**config.mk**
```make
export PLATFORM = sky130hd
export DESIGN_NAME = flv_tag_demultiplexer_unit
export DESIGN_NICKNAME = d
export VERILOG_FILES = /design/src/rtl/flvdmx_pkg.sv /design/src/rtl/flv_tag_demultiplexer_unit.sv
export SDC_FILE = /design/constraint.sdc
export NUM_CORES = 1
export LEC_CHECK = 0
export BUFFER_PORTS_ARGS = -buffer_cell sky130_fd_sc_hd__buf_2
export CAP_MARGIN = 0
export CORE_UTILIZATION = 64
export DETAILED_ROUTE_END_ITERATION = 16
export GPL_ROUTABILITY_DRIVEN = 1
export GPL_TIMING_DRIVEN = 0
export PLACE_DENSITY = 0.84
export SLEW_MARGIN = 20
export SYNTH_ARGS = -nofsm -noshare
export SYNTH_HDL_FRONTEND = slang
export SYNTH_SLANG_ARGS = --single-unit
```
**constraint.sdc**
```tcl
create_clock -name clk_i -period 11.6 [get_ports clk_i]
set_clock_uncertainty 0.05 [all_clocks]
set_input_delay 1.74 -clock clk_i [delete_from_list [all_inputs] [get_ports clk_i]]
set_output_delay 1.74 -clock clk_i [all_outputs]
set_load 0.01 [all_outputs]
```
**src/rtl/flvdmx_pkg.sv**
```systemverilog
// Types, constants and helpers shared by the FLV tag demultiplexer files.
package flvdmx_pkg;

  // Parse phases of the byte stream.
  typedef enum logic [2:0] {
    PH_FILE   = 3'd0,
    PH_PTS    = 3'd1,
    PH_TAGHDR = 3'd2,
    PH_FIRST  = 3'd3,
    PH_DATA   = 3'd4
  } phase_e;

  // Tag type byte values.
  localparam logic [7:0] TYPE_AUDIO  = 8'h08;
  localparam logic [7:0] TYPE_VIDEO  = 8'h09;
  localparam logic [7:0] TYPE_SCRIPT = 8'h12;

  // Tag kind codes on the result.
  localparam logic [1:0] KIND_AUDIO   = 2'd0;
  localparam logic [1:0] KIND_VIDEO   = 2'd1;
  localparam logic [1:0] KIND_SCRIPT  = 2'd2;
  localparam logic [1:0] KIND_UNKNOWN = 2'd3;

  // Route codes on the result.
  localparam logic [1:0] ROUTE_NONE  = 2'd0;
  localparam logic [1:0] ROUTE_AUDIO = 2'd1;
  localparam logic [1:0] ROUTE_VIDEO = 2'd2;

  // Configuration register indexes.
  localparam logic CFG_AUDIO_ENABLE = 1'b0;
  localparam logic CFG_VIDEO_ENABLE = 1'b1;

  // Field lengths in bytes, and last byte indexes of the size and time fields.
  localparam int FILE_HDR_LEN = 9;
  localparam int PTS_LEN      = 4;
  localparam int TAG_HDR_LEN  = 11;
  localparam int SIZE_LAST    = 3;
  localparam int TIME_LAST    = 6;
  // Flags byte position in the file header, and its replacement value.
  localparam int          FLAGS_POS   = 4;
  localparam logic [7:0]  FLAGS_VIDEO = 8'h01;
  // Beats of a video start burst: file header, four zero bytes, type byte.
  localparam int BURST_LEN  = FILE_HDR_LEN + PTS_LEN + 1;
  localparam int BEAT_W     = $clog2(BURST_LEN);
  localparam int HDR_IDX_W  = $clog2(FILE_HDR_LEN);

  // One queued result; a burst entry expands into BURST_LEN transfers.
  typedef struct packed {
    logic [1:0]  route;
    logic [7:0]  data;
    logic        burst;
    logic        info_valid;
    logic [3:0]  info_high;
    logic [3:0]  info_low;
    logic [1:0]  kind;
    logic [23:0] size;
    logic [23:0] stamp;
    logic        err;
  } desc_t;

  function automatic logic [1:0] kind_of(input logic [7:0] t);
    logic [1:0] k;
    case (t)
      TYPE_AUDIO:  k = KIND_AUDIO;
      TYPE_VIDEO:  k = KIND_VIDEO;
      TYPE_SCRIPT: k = KIND_SCRIPT;
      default:     k = KIND_UNKNOWN;
    endcase
    return k;
  endfunction

endpackage

```
**src/rtl/flv_tag_demultiplexer_unit.sv**
```systemverilog
// FLV tag demultiplexer: byte-serial parser with audio and video routing.
//
// Takes one byte of an FLV file per input transfer and accepts a byte in every
// cycle while the queue has room. Each byte is parsed in the cycle it is accepted
// and leaves a result entry in a two-entry queue. Most bytes give one output
// transfer. The type byte of the first routed video tag gives fourteen: the
// stored file header with its flags byte set to 1, four zero bytes, then the
// type byte itself, one per cycle unless stalled; the output sequencer then
// holds the queue head, and input keeps flowing until the two queue entries
// are full. Sustained rate is one byte per cycle unless stalled, set by the
// output sequencer taking one transfer a cycle. last_o marks the final
// transfer caused by one input byte. An unknown tag type sets format_error_o
// and every later byte gives one empty transfer until reset. Configuration
// writes are always accepted; write them only while the block is idle.
module flv_tag_demultiplexer_unit
  import flvdmx_pkg::*;
(
  input  logic        clk_i,
  input  logic        rst_ni,
  // configuration write channel
  input  logic        cfg_valid_i,
  output logic        cfg_ready_o,
  input  logic        cfg_index_i,
  input  logic        cfg_data_i,
  // byte input
  input  logic        in_valid_i,
  output logic        in_ready_o,
  input  logic [7:0]  data_byte_i,
  // result output
  output logic        out_valid_o,
  input  logic        out_ready_i,
  output logic [1:0]  out_route_o,
  output logic [7:0]  out_byte_o,
  output logic        last_o,
  output logic [1:0]  tag_kind_o,
  output logic        info_valid_o,
  output logic [23:0] payload_size_o,
  output logic [23:0] tag_time_o,
  output logic [3:0]  info_high_o,
  output logic [3:0]  info_low_o,
  output logic        format_error_o
);

  // Configuration registers
  logic audio_en_q, video_en_q;

  // Parser state
  phase_e      phase_q, phase_d;
  logic [23:0] idx_q, idx_d;
  logic [7:0]  type_q, type_d;
  logic [23:0] size_q, size_d;
  logic [23:0] time_q, time_d;
  logic        started_q, started_d;
  logic        trailer_q, trailer_d;
  logic        halted_q, halted_d;
  logic        store_we;
  logic [7:0]  hdr_store [FILE_HDR_LEN];

  // Result queue and output sequencer
  desc_t             desc_d;
  desc_t             slot_q [2];
  logic              wr_ptr_q, rd_ptr_q;
  logic [1:0]        cnt_q;
  logic [BEAT_W-1:0] beat_q;
  desc_t             head;
  logic              in_fire, out_fire, pop;
  logic [1:0]        type_kind;
  logic [1:0]        cur_kind;
  logic [23:0]       idx_inc;

  assign cfg_ready_o = 1'b1;
  assign in_ready_o  = (cnt_q != 2'd2);
  assign in_fire     = in_valid_i & in_ready_o;
  assign type_kind   = kind_of(data_byte_i);
  assign cur_kind    = kind_of(type_q);
  assign idx_inc     = idx_q + 24'd1;

  // Configuration writes
  always_ff @(posedge clk_i or negedge rst_ni) begin
    if (!rst_ni) begin
      audio_en_q <= 1'b1;
      video_en_q <= 1'b1;
    end else if (cfg_valid_i) begin
      unique case (cfg_index_i)
        CFG_AUDIO_ENABLE: audio_en_q <= cfg_data_i;
        CFG_VIDEO_ENABLE: video_en_q <= cfg_data_i;
        default: ;
      endcase
    end
  end

  // Next parser state for an accepted byte
  always_comb begin
    phase_d   = phase_q;
    idx_d     = idx_q;
    type_d    = type_q;
    size_d    = size_q;
    time_d    = time_q;
    started_d = started_q;
    trailer_d = trailer_q;
    halted_d  = halted_q;
    store_we  = 1'b0;
    if (in_fire && !halted_q) begin
      unique case (phase_q)
        PH_FILE: begin
          // keep a copy of the file header for the video route
          store_we = 1'b1;
          if (idx_q == 24'(FILE_HDR_LEN - 1)) begin
            phase_d = PH_PTS;
            idx_d   = '0;
          end else begin
            idx_d = idx_inc;
          end
        end
        PH_PTS: begin
          if (idx_q == 24'(PTS_LEN - 1)) begin
            phase_d   = PH_TAGHDR;
            idx_d     = '0;
            trailer_d = 1'b0;
          end else begin
            idx_d = idx_inc;
          end
        end
        PH_TAGHDR: begin
          if (idx_q == '0) begin
            type_d = data_byte_i;
            case (type_kind)
              KIND_AUDIO:  trailer_d = 1'b0;
              KIND_VIDEO: begin
                trailer_d = video_en_q;
                if (video_en_q) started_d = 1'b1;
              end
              KIND_SCRIPT: trailer_d = video_en_q & started_q;
              default: begin
                halted_d  = 1'b1;
                trailer_d = 1'b0;
              end
            endcase
          end else if (idx_q <= 24'(SIZE_LAST)) begin
            size_d = {size_q[15:0], data_byte_i};
          end else if (idx_q <= 24'(TIME_LAST)) begin
            time_d = {time_q[15:0], data_byte_i};
          end
          // hold the index on an unknown type: the block halts there
          if (!(idx_q == '0 && type_kind == KIND_UNKNOWN)) begin
            if (idx_q == 24'(TAG_HDR_LEN - 1)) begin
              idx_d   = '0;
              phase_d = (size_q != '0) ? PH_FIRST : PH_PTS;
            end else begin
              idx_d = idx_inc;
            end
          end
        end
        PH_FIRST: begin
          if (size_q <= 24'd1) begin
            phase_d = PH_PTS;
            idx_d   = '0;
          end else begin
            phase_d = PH_DATA;
            idx_d   = 24'd1;
          end
        end
        PH_DATA: begin
          if (idx_inc >= size_q) begin
            phase_d = PH_PTS;
            idx_d   = '0;
          end else begin
            idx_d = idx_inc;
          end
        end
        default: ;
      endcase
    end
  end

  // Result entry for the byte on the input
  always_comb begin
    desc_d            = '0;
    desc_d.kind       = kind_of(type_d);
    desc_d.size       = size_d;
    desc_d.stamp      = time_d;
    desc_d.err        = halted_d;
    if (!halted_q) begin
      unique case (phase_q)
        PH_PTS: begin
          if (trailer_q) begin
            desc_d.route = ROUTE_VIDEO;
            desc_d.data  = data_byte_i;
          end
        end
        PH_TAGHDR: begin
          if (trailer_d) begin
            desc_d.route = ROUTE_VIDEO;
            desc_d.data  = data_byte_i;
          end
          desc_d.burst = (idx_q == '0) && (type_kind == KIND_VIDEO) &&
                         video_en_q && !started_q;
        end
        PH_FIRST: begin
          if (cur_kind == KIND_AUDIO || cur_kind == KIND_VIDEO) begin
            desc_d.info_valid = 1'b1;
            desc_d.info_high  = data_byte_i[7:4];
            desc_d.info_low   = data_byte_i[3:0];
          end
          if (cur_kind != KIND_AUDIO && trailer_q) begin
            desc_d.route = ROUTE_VIDEO;
            desc_d.data  = data_byte_i;
          end
        end
        PH_DATA: begin
          if (cur_kind == KIND_AUDIO) begin
            if (audio_en_q) begin
              desc_d.route = ROUTE_AUDIO;
              desc_d.data  = data_byte_i;
            end
          end else if (trailer_q) begin
            desc_d.route = ROUTE_VIDEO;
            desc_d.data  = data_byte_i;
          end
        end
        default: ;
      endcase
    end
  end

  always_ff @(posedge clk_i or negedge rst_ni) begin
    if (!rst_ni) begin
      phase_q   <= PH_FILE;
      idx_q     <= '0;
      type_q    <= '0;
      size_q    <= '0;
      time_q    <= '0;
      started_q <= 1'b0;
      trailer_q <= 1'b0;
      halted_q  <= 1'b0;
    end else begin
      phase_q   <= phase_d;
      idx_q     <= idx_d;
      type_q    <= type_d;
      size_q    <= size_d;
      time_q    <= time_d;
      started_q <= started_d;
      trailer_q <= trailer_d;
      halted_q  <= halted_d;
    end
  end

  // File header copy: every entry is written before the burst reads it
  always_ff @(posedge clk_i) begin
    if (store_we) hdr_store[idx_q[HDR_IDX_W-1:0]] <= data_byte_i;
  end

  // Result queue: push on an input transfer, pop on the last output beat
  assign head     = slot_q[rd_ptr_q];
  assign out_fire = out_valid_o & out_ready_i;
  assign pop      = out_fire & last_o;

  always_ff @(posedge clk_i) begin
    if (in_fire) slot_q[wr_ptr_q] <= desc_d;
  end

  always_ff @(posedge clk_i or negedge rst_ni) begin
    if (!rst_ni) begin
      wr_ptr_q <= 1'b0;
      rd_ptr_q <= 1'b0;
      cnt_q    <= '0;
      beat_q   <= '0;
    end else begin
      if (in_fire) wr_ptr_q <= ~wr_ptr_q;
      if (pop)     rd_ptr_q <= ~rd_ptr_q;
      cnt_q <= cnt_q + {1'b0, in_fire} - {1'b0, pop};
      if (pop) begin
        beat_q <= '0;
      end else if (out_fire) begin
        beat_q <= beat_q + BEAT_W'(1);
      end
    end
  end

  // Output beat: a burst walks the header copy, the zero bytes, then the type
  always_comb begin
    out_route_o = head.route;
    out_byte_o  = head.data;
    last_o      = 1'b1;
    if (head.burst) begin
      last_o = (beat_q == BEAT_W'(BURST_LEN - 1));
      if (beat_q < BEAT_W'(FILE_HDR_LEN)) begin
        out_byte_o = (beat_q == BEAT_W'(FLAGS_POS)) ? FLAGS_VIDEO
                                                    : hdr_store[beat_q[HDR_IDX_W-1:0]];
      end else if (!last_o) begin
        out_byte_o = '0;
      end
    end
  end

  assign out_valid_o    = (cnt_q != '0);
  assign tag_kind_o     = head.kind;
  assign info_valid_o   = head.info_valid;
  assign payload_size_o = head.size;
  assign tag_time_o     = head.stamp;
  assign info_high_o    = head.info_high;
  assign info_low_o     = head.info_low;
  assign format_error_o = head.err;

endmodule

```
==> results.json, run 1 <==
{
  "status": "finished clean",
  "tns_ps": 0,
  "finalHoldViolCount": 0,
  "fin_crit_sh_pct": 44.53,
  "route.vias.total": 8666,
  "grt_usage_pct": 28.23,
  "crit_top_cell": "clkbuf_1",
  "die_y_um": 148.3,
  "synth_area_leaders": "edfxtp_1 47%, dfrtp_1 17%, mux2_2 8.0%, ha_1 3.3%, mux4_2 2.6%",
  "ys_ff_latch": 310,
  "start_util_pct": 65.17,
  "maxSlewViolCount": 0,
  "cts_sinks": 310,
  "yosys.area.top_type": "edfxtp_1",
  "startpoint_type": "register",
  "rrSetupSlack_ps": 6930,
  "first_global_vias": 8743,
  "fin_nets": 1166,
  "final_antenna_net_count": 0,
  "path_class": "register to primary output",
  "setup_ws_ps": 6434,
  "pin_count": 89,
  "rows": 53,
  "irDropWorstVdd_v": 0.0001484,
  "crit_end": "out_byte_o[4]",
  "path_cells": "clkbuf_1, buf_1, inv_1, ha_1, a31oi_1, clkbuf_1, o22ai_1, buf_2",
  "grt_max_degree": 69,
  "synth_cell_types": 59,
  "finalSetupViolCount": 0,
  "vias_per_cell": 6.124,
  "cap_violations": 0,
  "fillCellCount": 1197,
  "cts_hold_buf": 0,
  "antenna_cells": 0,
  "wl_um": 30210,
  "path_clk_slew_ps": 60,
  "crit_start": "beat_q[1]$_DFFE_PN0P_",
  "min_path_type": "register to register",
  "synth_nets": 1041,
  "cts_tree": "yes",
  "cts_buffers": 31,
  "grt_pass1_wl_um": 47220,
  "post_drt_wl_per_cell_um": 21.35,
  "clk_latency_ps": 570,
  "r2r_end": "idx_q[11]$_DFFE_PN0P_",
  "cellPowerDensity_nw_per_um2": 213.4,
  "htree_levels": 1,
  "synthArstFlopShare_pct": 30.97,
  "synth_edf_count": 214,
  "cts_setup_buffers": 0,
  "required_ps": 9810,
  "cp.arrival_ps": 3380,
  "drt-initial-drc-count": 770,
  "syn2layout_area_growth_pct": 15.13,
  "antenna_found_initial": 0,
  "root_buffer": "clkbuf_16",
  "die_width_um": 148.3,
  "hold_ws_ps": 447.0,
  "yosys_warnings": 0,
  "p_leak_uw": 0.006142,
  "layout-drive-gt1-share_pct": 24.39,
  "drtPass1Iterations": 5,
  "overflow": 0,
  "ys.flop_type": "edfxtp_1",
  "synth_top_area_share_pct": 46.91,
  "seq_area_frac_synth_pct": 64.46,
  "rsz0062_at_grt": "no",
  "cts_buffer_depth": 3,
  "clock.fmax_ghz": 0.1936,
  "synth_area_per_cell_sq_um": 13.84,
  "r2r_cells": 18,
  "port_buffers": 87,
  "placeableCoreArea_sq_um": 21020,
  "die-area_sq_um": 21990,
  "synth_area_sq_um": 13700,
  "dpl.hpwl_um": 19700,
  "fin_crit_ps": 5166,
  "timing.rr.start": "idx_q[0]$_DFFE_PN0P_",
  "crit_fanout": 10,
  "max_slew_margin_pct": 42.14,
  "synthCells": 990,
  "worst-slew-pin-transition_ps": 860.7,
  "gp_congestion": 0.8815,
  "dp_slack_ps": 6374,
  "cts_resized": 0,
  "slowest_delay_ps": 510,
  "drc_errors": 0,
  "cp_slowest_cell": "clkbuf_1",
  "crit_path_end_kind": "primary output"
}
==> Yosys cell counts, drive strengths merged (8+ instances only) <==
cell type,count
a21o,10
a21oi,27
and2,27
and3,14
buf,9
clkbuf,40
dfrtp,94
edfxtp,214
ha,36
inv,39
mux2,97
mux2i,17
mux4,16
nand2,84
nand2b,13
nand3,13
nand4,12
nor2,39
nor2b,8
nor3,9
nor4,14
o21ai,47
o22ai,11
xnor2,15
xor2,8
==> critical path: cells and delay by family (launching register included) <==
| family | cells | cell delay (ps) |
|---|---|---|
| buf+inv | 5 | 1730 |
| compound gates | 2 | 510 |
| flops | 1 | 370 |
| fa+ha+maj | 1 | 200 |
==> flip-flops by register name, summed over array words and instances (netlist names) <==
name and flops:
slot_q 142, hdr_store 72, idx_q 24, size_q 24
time_q 24, type_q 8, beat_q 4, phase_q 3
cnt_q 2, audio_en_q 1, halted_q 1, rd_ptr_q 1
started_q 1, trailer_q 1, video_en_q 1, wr_ptr_q 1
==> routing by layer <==
metal | vias to the layer above | share of wire, % | global-route usage, %
met1 | 4359 | 40 | 37.03
li1 | 3928 | - | -
met3 | 49 | 5.8 | 3.558
met4 | 0 | 2.1 | 7.835
met5 | - | 0 | 0
met2 | 330 | 52 | 49.79
==> per-stage QoR <==
step                instance area, sq um  cells  total power, uW  utilization [%]
CTS                                15770   1415             3385            75.03
global placement                   14480   1352             2242            68.88
detailed placement                 14640   1357             2289            69.64
global route                       15770   1415             3498            75.03
floorplan                          13700    990             1969                -
finish                             15770   1415             3366            75.03
==> kinds of logic (layout without fill, tap and decap cells) <==
logic type      after synthesis  in the layout  synth area share (%)
xor+xnor                     23             23                 1.471
compound gates              137            137                 6.284
other cells                   1              1               0.02737
mux                         130            130                 11.85
flops                       310            310                 64.46
buf+inv                      88            238                 2.576
fa+ha+maj                    36             36                 3.288
simple gates                265            265                 10.05
==> cells in the final DEF, fill, tap and decap left out, types with 6 or more instances in the layout <==
| cell | count |
|---|---|
| a21oi_1 | 27 |
| bufinv_16 | 7 |
| nor2b_1 | 8 |
| mux2i_1 | 17 |
| clkbuf_1 | 44 |
| clkbuf_16 | 31 |
| dfrtp_1 | 94 |
| and3_1 | 13 |
| mux4_2 | 16 |
| nand2b_1 | 13 |
| or3_1 | 7 |
| o22ai_1 | 11 |
| a22o_1 | 6 |
| o31ai_1 | 6 |
| a21o_1 | 10 |
| and2_1 | 27 |
| nand3_1 | 13 |
| nand4_1 | 12 |
| o21ai_0 | 46 |
| nand2_1 | 84 |
| xor2_1 | 8 |
| xnor2_1 | 15 |
| edfxtp_1 | 214 |
| nor4_1 | 13 |
| inv_1 | 39 |
| buf_2 | 89 |
| mux2_2 | 97 |
| nor3_1 | 8 |
| ha_1 | 36 |
| nor2_1 | 37 |
==> power by group <==
group	switching [uW]	total, uW	internal (uW)
combinational	502	865	363
sequential	52.4	1410	1360
clock	418	1090	669
total	972	3370	2390
==> worst min path at each step <==
stage	from	endpoint	slack, ps	depth (start not counted)
after floorplan	type_q[7]$_DFF_PN0_	type_q[7]$_DFF_PN0_	380	2
after global placement	type_q[7]$_DFF_PN0_	type_q[7]$_DFF_PN0_	390	2
after detailed placement	type_q[7]$_DFF_PN0_	type_q[7]$_DFF_PN0_	400	2
after CTS	type_q[7]$_DFF_PN0_	type_q[7]$_DFF_PN0_	430	2
after global routing	type_q[7]$_DFF_PN0_	type_q[7]$_DFF_PN0_	460	2
final	type_q[6]$_DFF_PN0_	type_q[6]$_DFF_PN0_	450	2
==> cell type report <==
type                       instances  area [sq um]  share of cell area [%]
clock buffer                      38         832.0                   5.275
buffer                            49         206.4                   1.309
clock inverter                    20         301.5                   1.912
inverter                          39         146.4                  0.9281
sequential                       310          8831                   55.99
tap                              275         344.1                   2.182
multi-input combinational        592          4539                   28.78
timing repair buffer              92         571.8                   3.625
No activity file was read; power rests on OpenSTA's default activity.
==> run 2: changes to the inputs <==
CORE_UTILIZATION = 61   (was 64)
PLACE_DENSITY = 0.8   (was 0.84)
clock period = 5.2 ns   (was 11.6 ns; I/O delays follow)
==> results.json, run 2 (synthesized netlist as in run 1, its figures left out) <==
{
  "status": "finished clean",
  "rrSetupSlack_ps": 470,
  "fin_crit_sh_pct": 91.01,
  "finalHoldViolCount": 0,
  "cts_setup_buffers": 0,
  "crit_fanout": 10,
  "cp.arrival_ps": 5120,
  "layout-drive-gt1-share_pct": 23.72,
  "cap_violations": 0,
  "pwr-share-comb_pct": 26.6,
  "rsz0062_at_grt": "no",
  "worst-slew-pin-transition_ps": 871.4,
  "setup_ws_ps": 467.7,
  "swShare_pct": 29.53,
  "finalSetupViolCount": 0,
  "crit_path_end_kind": "register",
  "regMostFlops": "slot_q",
  "vias_per_cell": 6.054,
  "cts_buffer_depth": 3,
  "drc_errors": 0,
  "cts_resized": 0,
  "cts_tree": "yes",
  "grt_usage_pct": 25.99,
  "irDropWorstVdd_v": 0.0003554,
  "wl_um": 29430,
  "route.vias.total": 8561,
  "gp_congestion": 0.9083,
  "cts_hold_buf": 0,
  "max_slew_margin_pct": 41.91,
  "p_leak_uw": 0.006051,
  "antenna_cells": 0,
  "min_path_type": "primary input to async pin",
  "syn2layout_area_growth_pct": 13.74,
  "cts_sinks": 310,
  "root_buffer": "clkbuf_16",
  "path_class": "register to register",
  "dp_slack_ps": 600.6,
  "overflow": 0,
  "cts_buffers": 29,
  "finalPower_uw": 7172,
  "maxSlewViolCount": 0,
  "dpl.hpwl_um": 19740,
  "required_ps": 5590,
  "placeableCoreArea_sq_um": 21890,
  "multi_input_area_sq_um": 4539,
  "start_util_pct": 62.58,
  "final-instance-count-excl-fill": 1414,
  "final_antenna_net_count": 0,
  "internal_power_uw": 5054,
  "drtPass1Iterations": 5,
  "fillCellCount": 1450,
  "path_clk_slew_ps": 70,
  "power_switching_uw": 2118,
  "first_global_vias": 8642,
  "die_width_um": 151.9,
  "port_buffers": 87,
  "clk_latency_ps": 560,
  "die_y_um": 151.9,
  "rows": 54,
  "drt-initial-drc-count": 719,
  "die-area_sq_um": 23060,
  "htree_levels": 1,
  "grt_max_degree": 62,
  "ff_latch_area_sq_um": 8831,
  "layout_common_cells": "214 x edfxtp_1, 97 x mux2_2, 94 x dfrtp_1, 89 x buf_2, 84 x nand2_1",
  "cellPowerDensity_nw_per_um2": 460.3,
  "post_drt_wl_per_cell_um": 20.81,
  "largest_reg_flops": 142,
  "startpoint_type": "register",
  "utilization_pct": 71.18,
  "antenna_found_initial": 0,
  "fin_crit_ps": 4732,
  "fin_nets": 1163,
  "r2r_cells": 18,
  "final_common_cell": "edfxtp_1",
  "grt_pass1_wl_um": 46600,
  "dp_cells": 1361,
  "clock.fmax_ghz": 0.2113,
  "pin_count": 89,
  "pwr-share-seq_pct": 43.9,
  "clock_power_share_pct": 29.6
}
==> run 2: metrics by stage <==
step,TNS (ps),cell area [sq um],hold WS [ps]
2_1_floorplan,0,13700,380.1
6_report,0,15580,77.21
3_5_place_dp,0,14610,397.1
5_1_grt,0,15580,92.96
3_3_place_gp,-75520,14490,398.5
4_1_cts,0,15580,82.30
==> run 2: per-layer routing <==
metal | vias to the layer above | GRT usage [%] | part of all wire (%)
met5 | - | 0 | 0
met4 | 0 | 8.429 | 3.0
li1 | 3924 | - | -
met3 | 68 | 3.366 | 6.1
met2 | 310 | 43.87 | 49
met1 | 4259 | 35.30 | 41
==> run 2: path summary, 6_finish.rpt <==
path | start | endpoint
max | idx_q[0]$_DFFE_PN0P_ | idx_q[2]$_DFFE_PN0P_
min | rst_ni | size_q[18]$_DFF_PN0_
max reg2reg | idx_q[0]$_DFFE_PN0P_ | idx_q[2]$_DFFE_PN0P_
min reg2reg | type_q[7]$_DFF_PN0_ | type_q[7]$_DFF_PN0_
max in group asynchronous | rst_ni | video_en_q$_DFFE_PN1P_
min in group clk_i | type_q[7]$_DFF_PN0_ | type_q[7]$_DFF_PN0_
==> run 2: cell type report <==
type | count | share of cell area [%]
multi-input cells | 592 | 29.13
clock buffers | 43 | 5.661
flip-flops and latches | 310 | 56.68
clock inverters | 10 | 0.5701
inverters | 39 | 0.9395
well taps | 280 | 2.248
repair buffers | 91 | 3.445
plain buffers | 49 | 1.325
==> run 2: worst max-delay path, cell delays in order (launching register included) <==
cell and delay (ps):
dfrtp_1 460, ha_1 180, clkbuf_1 360, and3_1 230, clkbuf_1 220, nand3_1 260, nor2_1 290, nand4_1 200
xnor2_1 200, ha_1 310, nand4_1 120, nor4_1 350, o21ai_0 150, o211ai_1 420, and2_1 210, buf_4 170
buf_4 190, o31ai_1 80, o2bb2ai_1 150
==> run 2: power groups by stage <==
stage          sequential [uW]  combinational (uW)  clock (uW)
6_report                  3150                1900        2120
5_1_grt                   3170                2060        2230
4_1_cts                   3150                1920        2150
3_5_place_dp              3190                1900           0
3_3_place_gp              3210                1810           0
2_1_floorplan             3170                1220           0
